[config.mk]
export PLATFORM = sky130hd
export DESIGN_NAME = mouse_packet_delta_accumulator
export DESIGN_NICKNAME = d
export VERILOG_FILES = /design/src/design/mpda_pkg.sv /design/src/design/mouse_packet_delta_accumulator.sv
export SDC_FILE = /design/constraint.sdc
export NUM_CORES = 1
export LEC_CHECK = 0
export ABC_CLOCK_PERIOD_IN_PS = 5100
export BUFFER_PORTS_ARGS = -buffer_cell sky130_fd_sc_hd__buf_2
export CORE_ASPECT_RATIO = 0.9
export CORE_UTILIZATION = 56
export DETAILED_ROUTE_END_ITERATION = 8
export PLACE_DENSITY = 0.75
export SLEW_MARGIN = 20
export SYNTH_ARGS = -nofsm -noshare
export SYNTH_HDL_FRONTEND = slang
export SYNTH_SLANG_ARGS = --single-unit
[constraint.sdc]
create_clock -name clock -period 5.1 [get_ports clock]
set_clock_uncertainty 0.15 [all_clocks]
set_input_delay 0.765 -clock clock [delete_from_list [all_inputs] [get_ports clock]]
set_output_delay 0.765 -clock clock [all_outputs]
set_load 0.02 [all_outputs]
[src/design/mpda_pkg.sv]
// Shared types and constants for the mouse packet delta accumulator.
package mpda_pkg;

   // Default width of the X and Y running totals.
   localparam int ACC_WIDTH_DEFAULT = 16;

   // Width of the reported total and its clamp limits.
   localparam int REPORT_WIDTH = 16;
   localparam int REPORT_MAX   = 32767;
   localparam int REPORT_MIN   = -32768;

   // Header byte bit positions.
   localparam int HDR_SYNC_BIT  = 3;
   localparam int HDR_XSIGN_BIT = 4;
   localparam int HDR_YSIGN_BIT = 5;

   localparam int ACTION_WIDTH = 2;
   localparam int BYTE_WIDTH   = 8;

   // Request kinds carried in tuser; the fourth code is unused and ignored.
   typedef enum logic [ACTION_WIDTH-1:0] {
      ACT_BYTE   = 2'd0,
      ACT_READ_X = 2'd1,
      ACT_READ_Y = 2'd2
   } action_type;

endpackage

[src/design/mouse_packet_delta_accumulator.sv]
// Top level of the mouse packet delta accumulator.
//
// The request channel carries one beat per received mouse byte or per
// read-and-clear request: req_tuser selects the kind and req_tdata holds
// the received byte. Bytes are assembled into three-byte motion packets
// (header, X, Y); a header without its always-one bit is dropped so the
// stream resynchronizes. Each complete packet adds its 9-bit X and Y deltas
// to two saturating totals of ACC_WIDTH bits.
// A read-and-clear request returns one beat on the response channel with
// the chosen total, clamped to 16 bits, and zeroes that total. Byte beats
// and the unused request kind produce no response.
// A beat is taken into an input register and processed from there; a read's
// response lands in the output register in the cycle after it is processed.
// One beat is accepted every cycle unless a read is held in the input register.
// When the receiver stalls, a pending response holds in the output register;
// byte beats keep flowing, and a read waits in the input register, which
// then drops req_tready until the response is taken.
// Reset clears the packet position, sign bits, held X byte, both totals and
// all valid flags.
module mouse_packet_delta_accumulator #(
   parameter int ACC_WIDTH = mpda_pkg::ACC_WIDTH_DEFAULT
) (
   input  logic                                clock,
   input  logic                                reset,
   input  logic                                req_tvalid,
   output logic                                req_tready,
   input  logic [mpda_pkg::BYTE_WIDTH-1:0]     req_tdata,   // [7:0] rx_byte
   input  logic [mpda_pkg::ACTION_WIDTH-1:0]   req_tuser,   // [1:0] action
   output logic                                rsp_tvalid,
   input  logic                                rsp_tready,
   output logic [mpda_pkg::REPORT_WIDTH-1:0]   rsp_tdata    // [15:0] motion_total
);

   localparam int RPT_W = (ACC_WIDTH > mpda_pkg::REPORT_WIDTH) ?
                          ACC_WIDTH : mpda_pkg::REPORT_WIDTH;
   localparam logic signed [ACC_WIDTH-1:0] ACC_MAX = {1'b0, {(ACC_WIDTH-1){1'b1}}};
   localparam logic signed [ACC_WIDTH-1:0] ACC_MIN = {1'b1, {(ACC_WIDTH-1){1'b0}}};
   localparam logic signed [RPT_W-1:0] RPT_MAX = RPT_W'(mpda_pkg::REPORT_MAX);
   localparam logic signed [RPT_W-1:0] RPT_MIN = RPT_W'(mpda_pkg::REPORT_MIN);

   typedef enum logic [1:0] {
      POS_HEADER = 2'd0,
      POS_X      = 2'd1,
      POS_Y      = 2'd2
   } position_type;

   // Input register.
   logic                                in_valid_ff, in_valid_in;
   mpda_pkg::action_type                in_action_ff;
   logic [mpda_pkg::BYTE_WIDTH-1:0]     in_byte_ff;

   // Packet and accumulator state.
   position_type                        pos_ff, pos_in;
   logic [1:0]                          sign_ff, sign_in;
   logic [mpda_pkg::BYTE_WIDTH-1:0]     held_x_ff, held_x_in;
   logic signed [ACC_WIDTH-1:0]         total_x_ff, total_x_in;
   logic signed [ACC_WIDTH-1:0]         total_y_ff, total_y_in;

   // Output register.
   logic                                out_valid_ff, out_valid_in;
   logic [mpda_pkg::REPORT_WIDTH-1:0]   out_data_ff, out_data_in;

   logic                                is_read;
   logic                                advance;
   logic signed [8:0]                   delta_x, delta_y;
   logic signed [ACC_WIDTH:0]           sum_x, sum_y;
   logic signed [ACC_WIDTH-1:0]         sat_x, sat_y;
   logic signed [ACC_WIDTH-1:0]         read_total;
   logic signed [RPT_W-1:0]             read_wide;
   logic signed [RPT_W-1:0]             read_clamped;

   assign is_read = (in_action_ff == mpda_pkg::ACT_READ_X) ||
                    (in_action_ff == mpda_pkg::ACT_READ_Y);

   // A read needs the output register free; other beats always move on.
   assign advance    = in_valid_ff && (!is_read || !out_valid_ff || rsp_tready);
   assign req_tready = !in_valid_ff || advance;

   always_comb begin
      delta_x = {sign_ff[0], held_x_ff};
      delta_y = {sign_ff[1], in_byte_ff};
      sum_x   = (ACC_WIDTH+1)'(total_x_ff) + (ACC_WIDTH+1)'(delta_x);
      sum_y   = (ACC_WIDTH+1)'(total_y_ff) + (ACC_WIDTH+1)'(delta_y);

      // The top two sum bits disagree only when the add left the range.
      if (sum_x[ACC_WIDTH] != sum_x[ACC_WIDTH-1]) begin
         sat_x = sum_x[ACC_WIDTH] ? ACC_MIN : ACC_MAX;
      end else begin
         sat_x = sum_x[ACC_WIDTH-1:0];
      end
      if (sum_y[ACC_WIDTH] != sum_y[ACC_WIDTH-1]) begin
         sat_y = sum_y[ACC_WIDTH] ? ACC_MIN : ACC_MAX;
      end else begin
         sat_y = sum_y[ACC_WIDTH-1:0];
      end

      read_total = (in_action_ff == mpda_pkg::ACT_READ_X) ? total_x_ff : total_y_ff;
      read_wide  = RPT_W'(read_total);
      if (read_wide > RPT_MAX) begin
         read_clamped = RPT_MAX;
      end else if (read_wide < RPT_MIN) begin
         read_clamped = RPT_MIN;
      end else begin
         read_clamped = read_wide;
      end
   end

   always_comb begin
      in_valid_in  = in_valid_ff;
      pos_in       = pos_ff;
      sign_in      = sign_ff;
      held_x_in    = held_x_ff;
      total_x_in   = total_x_ff;
      total_y_in   = total_y_ff;
      out_valid_in = out_valid_ff;
      out_data_in  = out_data_ff;

      if (rsp_tready) begin
         out_valid_in = 1'b0;
      end

      if (advance) begin
         in_valid_in = 1'b0;
         case (in_action_ff)
            mpda_pkg::ACT_READ_X: begin
               out_valid_in = 1'b1;
               out_data_in  = read_clamped[mpda_pkg::REPORT_WIDTH-1:0];
               total_x_in   = '0;
            end
            mpda_pkg::ACT_READ_Y: begin
               out_valid_in = 1'b1;
               out_data_in  = read_clamped[mpda_pkg::REPORT_WIDTH-1:0];
               total_y_in   = '0;
            end
            mpda_pkg::ACT_BYTE: begin
               case (pos_ff)
                  POS_X: begin
                     held_x_in = in_byte_ff;
                     pos_in    = POS_Y;
                  end
                  POS_Y: begin
                     total_x_in = sat_x;
                     total_y_in = sat_y;
                     pos_in     = POS_HEADER;
                  end
                  default: begin
                     if (in_byte_ff[mpda_pkg::HDR_SYNC_BIT]) begin
                        sign_in = {in_byte_ff[mpda_pkg::HDR_YSIGN_BIT],
                                   in_byte_ff[mpda_pkg::HDR_XSIGN_BIT]};
                        pos_in  = POS_X;
                     end else begin
                        pos_in  = POS_HEADER;
                     end
                  end
               endcase
            end
            default: begin
            end
         endcase
      end

      if (req_tvalid && req_tready) begin
         in_valid_in = 1'b1;
      end
   end

   always_ff @(posedge clock) begin
      if (reset) begin
         in_valid_ff  <= 1'b0;
         out_valid_ff <= 1'b0;
         pos_ff       <= POS_HEADER;
         sign_ff      <= '0;
         held_x_ff    <= '0;
         total_x_ff   <= '0;
         total_y_ff   <= '0;
      end else begin
         in_valid_ff  <= in_valid_in;
         out_valid_ff <= out_valid_in;
         pos_ff       <= pos_in;
         sign_ff      <= sign_in;
         held_x_ff    <= held_x_in;
         total_x_ff   <= total_x_in;
         total_y_ff   <= total_y_in;
      end
   end

   // Payload registers load only with a new beat or a read response and need no reset.
   always_ff @(posedge clock) begin
      if (req_tvalid && req_tready) begin
         in_action_ff <= mpda_pkg::action_type'(req_tuser);
         in_byte_ff   <= req_tdata;
      end
      out_data_ff <= out_data_in;
   end

   assign rsp_tvalid = out_valid_ff;
   assign rsp_tdata  = out_data_ff;

   // A read of the X total leaves it cleared.
   assert property (@(posedge clock) disable iff (reset)
      advance && in_action_ff == mpda_pkg::ACT_READ_X |=> total_x_ff == '0)
      else $error("X total not cleared after read");

   // A read of the Y total leaves it cleared.
   assert property (@(posedge clock) disable iff (reset)
      advance && in_action_ff == mpda_pkg::ACT_READ_Y |=> total_y_ff == '0)
      else $error("Y total not cleared after read");

   // A response appears only after a read request has been processed.
   assert property (@(posedge clock) disable iff (reset)
      $rose(rsp_tvalid) |-> $past(advance && is_read))
      else $error("response without a read request");

endmodule
==> flow_summary_export.csv, run 1 <==
group,metric,value,unit
status,status,"complete, no violations",
drt,routed_via_density,6.18,
job,cap_violations,0,
sta,max_slew.worst_pin.slew,857,ps
setup_path,r2r_slack,1840,ps
layout,nets,517,
layout,drive_gt1_share,17.9,%
pwr,pwr_density_cell,235,nW/um^2
drt,drc,0,
sta,hold_ws,320,ps
drt,wl,9850,um
setup_path,cp_slowest_stage_delay,480,ps
yosys,synthTopCellsByCount,"dfxtp_1, ha_1, nor2_1",
worst_hold_path,worstHoldEndpoint,"total_x_ff[15]",
yosys,ys_seq_elements,72,
worst_hold_path,hold_class,"reg -> reg",
drt,vias,3488,
yosys,yosysTopAreaCellShare,21.1,%
yosys,syn_inst,433,
global_route,grt_max_degree,24,
setup_path,arrival,3350,ps
layout,fillCellCount,640,
yosys,synth_cell_types,68,
floorplanning,coreArea,7540,sq um
yosys,yosys.area_share.simple,11.9,%
global_route,grt_pass1_vias,3254,
setup_path,cp_max_fo,13,
sta,period_needed,3260,ps
floorplanning,die_w,95.1,um
yosys,syn-cell-area,4370,sq um
sta,slew_violations,0,
cts,cts_resized,0,
global_route,grt_usage,25.6,%
cts,htreeDepth,3,
yosys,synth_top_family_by_area,"compound AO/OA/AOI/OAI gates",
sta,rsz0062_at_grt,"false",
yosys,synth_top_area_cell,"dfxtp_1",
sta,tns,0,ps
cts,clock-sinks,72,
floorplanning,dieArea,8170,sq um
cts,cts_tree,"built",
yosys,synthTopCellsByArea,"dfxtp_1, edfxtp_1, ha_1",
setup_path,rr_startpoint,"in_byte_ff[0]",
yosys,synth_edf_count,26,
cts,worst_setup_hold_path_clk_slew,80,ps
cts,cts_buffers,9,
global_route,antenna_found_initial,0,
setup_path,crit_required,5200,ps
cts,cts-hold-fix-buffers,0,
layout,antenna_cells,0,
worst_hold_path,whs_path_depth,2,
drt,first_iter_violations,181,
placement,dp_hpwl,7450,um
layout,area_growth_syn_to_layout,9.38,%
yosys,synth-main-ff-cell,"dfxtp_1",
yosys,synth-compound-area-share,22.9,%
yosys,synth_most_common_cell,"dfxtp_1",
setup_path,crit_path_top_delay_cell,"a221o_2",
floorplanning,start_util,58.0,%
cts,cts_root_buffer,"clkbuf_8",
sta,hold_viol_final,0,
floorplanning,die_y,85.8,um
placement,place_congestion,0.914,
sta,fin_crit_sh,63.9,%
floorplanning,pin_count,32,
cts,cts_buffer_depth,2,
worst_hold_path,min_from,"total_x_ff[15]",
drt,wl_per_cell,17.5,um
yosys,synth_xor_area_share,4.61,%
layout,multi_input_area,2540,sq um
yosys,seq_area_frac_synth,38.9,%
layout,seq_area,1700,sq um
yosys,syn-num-nets,487,
setup_path,rr_endpoint,"total_y_ff[0]",
cts,cts_setup_buffers,0,
sta,setup_violations,0,
setup_path,reg2reg_depth,9,
floorplanning,row_count,30,
yosys,postSynthAreaPerCell,10.1,sq um
setup_path,end_kind,"flip-flop",
drt,ant_nets,0,
global_route,grt_pass1_wl,15900,um
pwr,peakVddDrop,183,uV
setup_path,path_class,"reg -> reg",
global_route,gr-total-overflow,0,
setup_path,startpoint_type,"flip-flop",
sta,fmax,307,MHz
placement,port_buffers,31,
sta,maxSlewHeadroom,42.9,%
yosys,synthAdderAreaFrac,12.0,%
yosys,synth.area.mux_share,6.41,%
yosys,yosysWarnings,0,
cts,clk_latency,350,ps
setup_path,cp_cell_sequence,"ha_1 -> fa_1 -> a21o_2 -> a221o_1 -> o31a_1 -> a211o_1 -> o21ai_2 -> a31oi_2 -> a221o_2",
pwr,leakagePower,0.00210,uW
yosys,synth-async-reset-ratio,0,%
drt,firstDrtPassIters,4,
-- placed cells by master (no fill, tap or decap), types with 3 or more instances in the layout --
cell	count
nand3_1	12
a221o_1	22
a211oi_1	4
inv_1	16
o21a_1	5
clkbuf_8	9
a21oi_2	3
nand4_1	5
a21oi_1	30
edfxtp_1	26
a221o_2	3
dfxtp_1	46
a21o_1	9
buf_2	31
nand2_1	26
xor2_1	7
and3_1	4
xnor2_1	16
mux2i_1	10
ha_1	38
mux2_2	16
nor4_1	3
o211ai_1	4
nor2_1	35
and2_1	3
nand2b_1	3
nor3_1	4
o21ai_0	18
-- sequential cells by signal, indices dropped and copies added (netlist names) --
signal / flops
held_x_ff: 8
in_action_ff: 2
in_byte_ff: 8
in_valid_ff: 1
pos_ff: 2
rsp_tdata: 16
rsp_tvalid: 1
sign_ff: 2
total_x_ff: 16
total_y_ff: 16
-- cell families (layout without fill, tap and decap cells) --
kind of cell | after synthesis | in the layout
DFF | 72 | 72
AOI/OAI and AO/OA | 133 | 133
xor gates and xnor gates | 23 | 23
muxes | 26 | 26
buffers and inverters | 29 | 64
and+or+nand+nor | 109 | 109
adders and majority gates | 41 | 41
-- routing by layer --
| metal | vias up | GRT usage (%) | share of wire, % |
|---|---|---|---|
| met1 | 1653 | 34.8 | 47 |
| met5 | - | 0 | 0 |
| met2 | 99 | 40.1 | 46 |
| li1 | 1718 | - | - |
| met4 | 0 | 9.92 | 2.4 |
| met3 | 18 | 4.96 | 4.8 |
-- power by group --
part           internal (uW)  switching, uW
clock                    228            222
combinational           20.8           41.2
sequential               605           7.36
-- stage by stage --
step / setup slack (ps) / std cells / total power [uW] / utilization, % / area (sq um)
after global placement: 1960 / 548 / 684 / 60.6 / 4570
after global routing: 1620 / 564 / 1160 / 63.4 / 4780
after floorplan: 2130 / 433 / 665 / - / 4370
after detailed placement: 1900 / 548 / 686 / 60.6 / 4570
final: 1840 / 564 / 1120 / 63.4 / 4780
after CTS: 1880 / 564 / 1130 / 63.2 / 4770
-- critical path, delay by kind of cell, from the launching register on --
| family | cells | cell delay, ps |
|---|---|---|
| AOI/OAI and AO/OA | 7 | 1960 |
| adders and majority gates | 2 | 640 |
| DFF | 1 | 390 |
-- cell type report --
class | instances | area share [%]
clock buffer | 10 | 2.67
tap | 96 | 2.51
clock inverter | 6 | 1.41
multi-input combinational | 332 | 53.2
sequential | 72 | 35.6
timing repair buffer | 32 | 3.40
inverter | 16 | 1.26
-- worst max-delay path by stage --
| stage | from | endpoint |
|---|---|---|
| 2_1_floorplan | in_byte_ff[0] | total_y_ff[12] |
| 3_5_place_dp | in_byte_ff[0] | total_y_ff[1] |
| 5_1_grt | sign_ff[1] | total_y_ff[0] |
| 6_report | in_byte_ff[0] | total_y_ff[0] |
| 4_1_cts | in_byte_ff[0] | total_y_ff[0] |
| 3_3_place_gp | in_byte_ff[0] | total_y_ff[1] |
Power figures use the tool's default switching activity.
==> run 2: changes to the inputs <==
--- a/config.mk
+++ b/config.mk
@@ -5,7 +5,8 @@
 export SDC_FILE = /design/constraint.sdc
 export NUM_CORES = 1
 export LEC_CHECK = 0
-export ABC_CLOCK_PERIOD_IN_PS = 5100
+export ABC_AREA = 1
+export ABC_CLOCK_PERIOD_IN_PS = 3200
 export BUFFER_PORTS_ARGS = -buffer_cell sky130_fd_sc_hd__buf_2
 export CORE_ASPECT_RATIO = 0.9
 export CORE_UTILIZATION = 56
==> constraint.sdc (replaced) <==
create_clock -name clock -period 3.2 [get_ports clock]
set_clock_uncertainty 0.15 [all_clocks]
set_input_delay 0.48 -clock clock [delete_from_list [all_inputs] [get_ports clock]]
set_output_delay 0.48 -clock clock [all_outputs]
set_load 0.02 [all_outputs]
==> flow_summary_export.csv, run 2 <==
group,metric,value,unit
sta,fin_crit_sh,83.5,%
yosys,synth-main-ff-cell,"dfxtp_1",
yosys,postSynthAreaPerCell,7.36,sq um
pwr,pwr_density_cell,351,nW/um^2
sta,tns,0,ps
drt,wl_per_cell,13.3,um
pwr,peakVddDrop,288,uV
sta,slew_violations,0,
placement,dp_hpwl,8410,um
setup_path,arrival,2790,ps
floorplanning,die_w,100,um
drt,routed_via_density,5.29,
yosys,yosysWarnings,0,
cts,clk_latency,350,ps
setup_path,path_class,"reg -> reg",
setup_path,crit_path_top_delay_cell,"fa_1",
yosys,synthTopCellsByCount,"nand2_1, inv_1, a21oi_1, nand3_1, dfxtp_1",
yosys,synth_most_common_cell,"nand2_1",
setup_path,path_buf_inv,0,
floorplanning,coreArea,8220,sq um
sta,period_needed,2670,ps
global_route,antenna_found_initial,0,
cts,cts_buffer_depth,2,
global_route,grt_pass1_vias,3998,
floorplanning,die_y,90.4,um
setup_path,crit_required,3320,ps
cts,clock-sinks,72,
cts,worst_setup_hold_path_clk_slew,70,ps
cts,cts_setup_buffers,0,
layout,final_area,5280,sq um
cts,cts_resized,0,
yosys,synthTopCellsByArea,"dfxtp_1, nand2_1, edfxtp_1",
yosys,synth_cell_types,30,
setup_path,cpMostUsedCell,"nand2_1",
yosys,seq_area_frac_synth,35.0,%
global_route,gr-total-overflow,0,
sta,rsz0062_at_grt,"false",
setup_path,cp_max_fo,15,
setup_path,end_kind,"flip-flop",
layout,fillCellCount,742,
drt,firstDrtPassIters,5,
drt,first_iter_violations,186,
global_route,grt_max_degree,30,
status,status,"complete, no violations",
pwr,leakagePower,0.00258,uW
sta,hold_viol_final,0,
yosys,syn_inst,660,
layout,antenna_cells,0,
sta,max_slew.worst_pin.slew,857,ps
yosys,synth-async-reset-ratio,0,%
cts,htreeDepth,3,
setup_path,cp_slowest_stage_delay,410,ps
sta,maxSlewHeadroom,42.9,%
yosys,yosysTopAreaCellShare,19.0,%
cts,cts_root_buffer,"clkbuf_8",
sta,setup_violations,0,
layout,area_growth_syn_to_layout,8.63,%
layout,fin_util,64.2,%
layout,drive_gt1_share,14.0,%
placement,dpl_worst_slack,608,ps
yosys,synth_edf_count,26,
layout,nets,741,
cts,cts_buffers,9,
drt,ant_nets,0,
global_route,grt_usage,25.2,%
floorplanning,start_util,59.1,%
sta,fmax,374,MHz
job,cap_violations,0,
drt,drc,0,
placement,place_congestion,0.907,
floorplanning,dieArea,9050,sq um
drt,wl,10800,um
yosys,synth_top_area_cell,"dfxtp_1",
placement,post-place-cells,791,
yosys,ys_seq_elements,72,
global_route,grt_pass1_wl,18100,um
worst_hold_path,hold_class,"in -> reg",
floorplanning,row_count,31,
setup_path,cp_cell_sequence,"ha_1 -> fa_1 -> nand2_1 -> nand2_1 -> nand3_1 -> nand2_2 -> nand2_1 -> nand2_1 -> nand2_1 -> nand2_2 -> a21oi_4 -> nand2_1 -> a21oi_1",
cts,cts-hold-fix-buffers,0,
placement,port_buffers,31,
layout,final_cell_mix,"nand2_1, inv_1, nand3_1, a21oi_1, dfxtp_1",
yosys,syn-num-nets,714,
layout,finalNonFillerCells,807,
cts,cts_tree,"built",
floorplanning,pin_count,32,
drt,vias,4273,
setup_path,startpoint_type,"flip-flop",
placement,dpl_cell_area,5070,sq um
sta,worst_slack,529,ps
setup_path,cp_top_family,"simple AND/OR/NAND/NOR gates",
yosys,syn-cell-area,4860,sq um
layout,final_common_cell,"nand2_1",
==> run 2: worst reg2reg max path, cell delays in order (launching register included) <==
cell and delay (ps):
edfxtp_1 390, ha_1 250, fa_1 410, nand2_1 80, nand2_1 90, nand3_1 120
nand2_2 100, nand2_1 100, nand2_1 80, nand2_1 80, nand2_2 80, a21oi_4 350
nand2_1 120, a21oi_1 170
==> run 2: final timing paths <==
kind	from	endpoint	slack, ps	cells after the start
worst min-delay path	req_tdata[3]	in_byte_ff[3]	150	1
worst min register to register	held_x_ff[0]	held_x_ff[0]	320	2
worst max register to register	in_byte_ff[0]	total_y_ff[0]	530	13
worst max-delay path	in_byte_ff[0]	total_y_ff[0]	530	13
==> run 2: logic make-up (layout without fill, tap and decap cells) <==
kind of cell               Yosys count  count (layout)  synth area share (%)
and+or+nand+nor                    338             338                  29.5
buffers and inverters               96             128                  8.17
AOI/OAI and AO/OA                   79              79                  9.51
DFF                                 72              72                  35.0
adders and majority gates           40              40                  10.6
xor gates and xnor gates            19              19                  3.43
muxes                               16              16                  3.71
==> run 2: metal layers <==
layer	vias to the layer above	wire length (um)	global-route usage, %
met5	-	0	0
met4	0	229	8.70
met3	19	401	5.11
met2	109	5100	42.0
met1	1952	5030	32.3
li1	2193	-	-
==> run 2: area by class of cell <==
| cell class | instances | area (sq um) | share of cell area, % |
|---|---|---|---|
| Clock inverter | 6 | 70.1 | 1.33 |
| Inverter | 79 | 297 | 5.62 |
| Timing Repair Buffer | 33 | 170 | 3.23 |
| Tap cell | 115 | 144 | 2.73 |
| Sequential cell | 72 | 1700 | 32.3 |
| Clock buffer | 10 | 128 | 2.42 |
| Multi-Input combinational cell | 492 | 2770 | 52.4 |
==> run 2: metrics by stage <==
step / power [uW] / hold WS (ps)
after floorplan: 1120 / 295
after global placement: 1160 / 311
after detailed placement: 1170 / 316
after CTS: 1860 / 140
after global routing: 1920 / 128
final: 1850 / 154
==> run 2: power breakdown <==
part	internal [uW]	switching (uW)	leakage (uW)
Clock	362	339	0.0000887
Sequential	968	16.1	0.000621
Combinational	58.6	105	0.00187
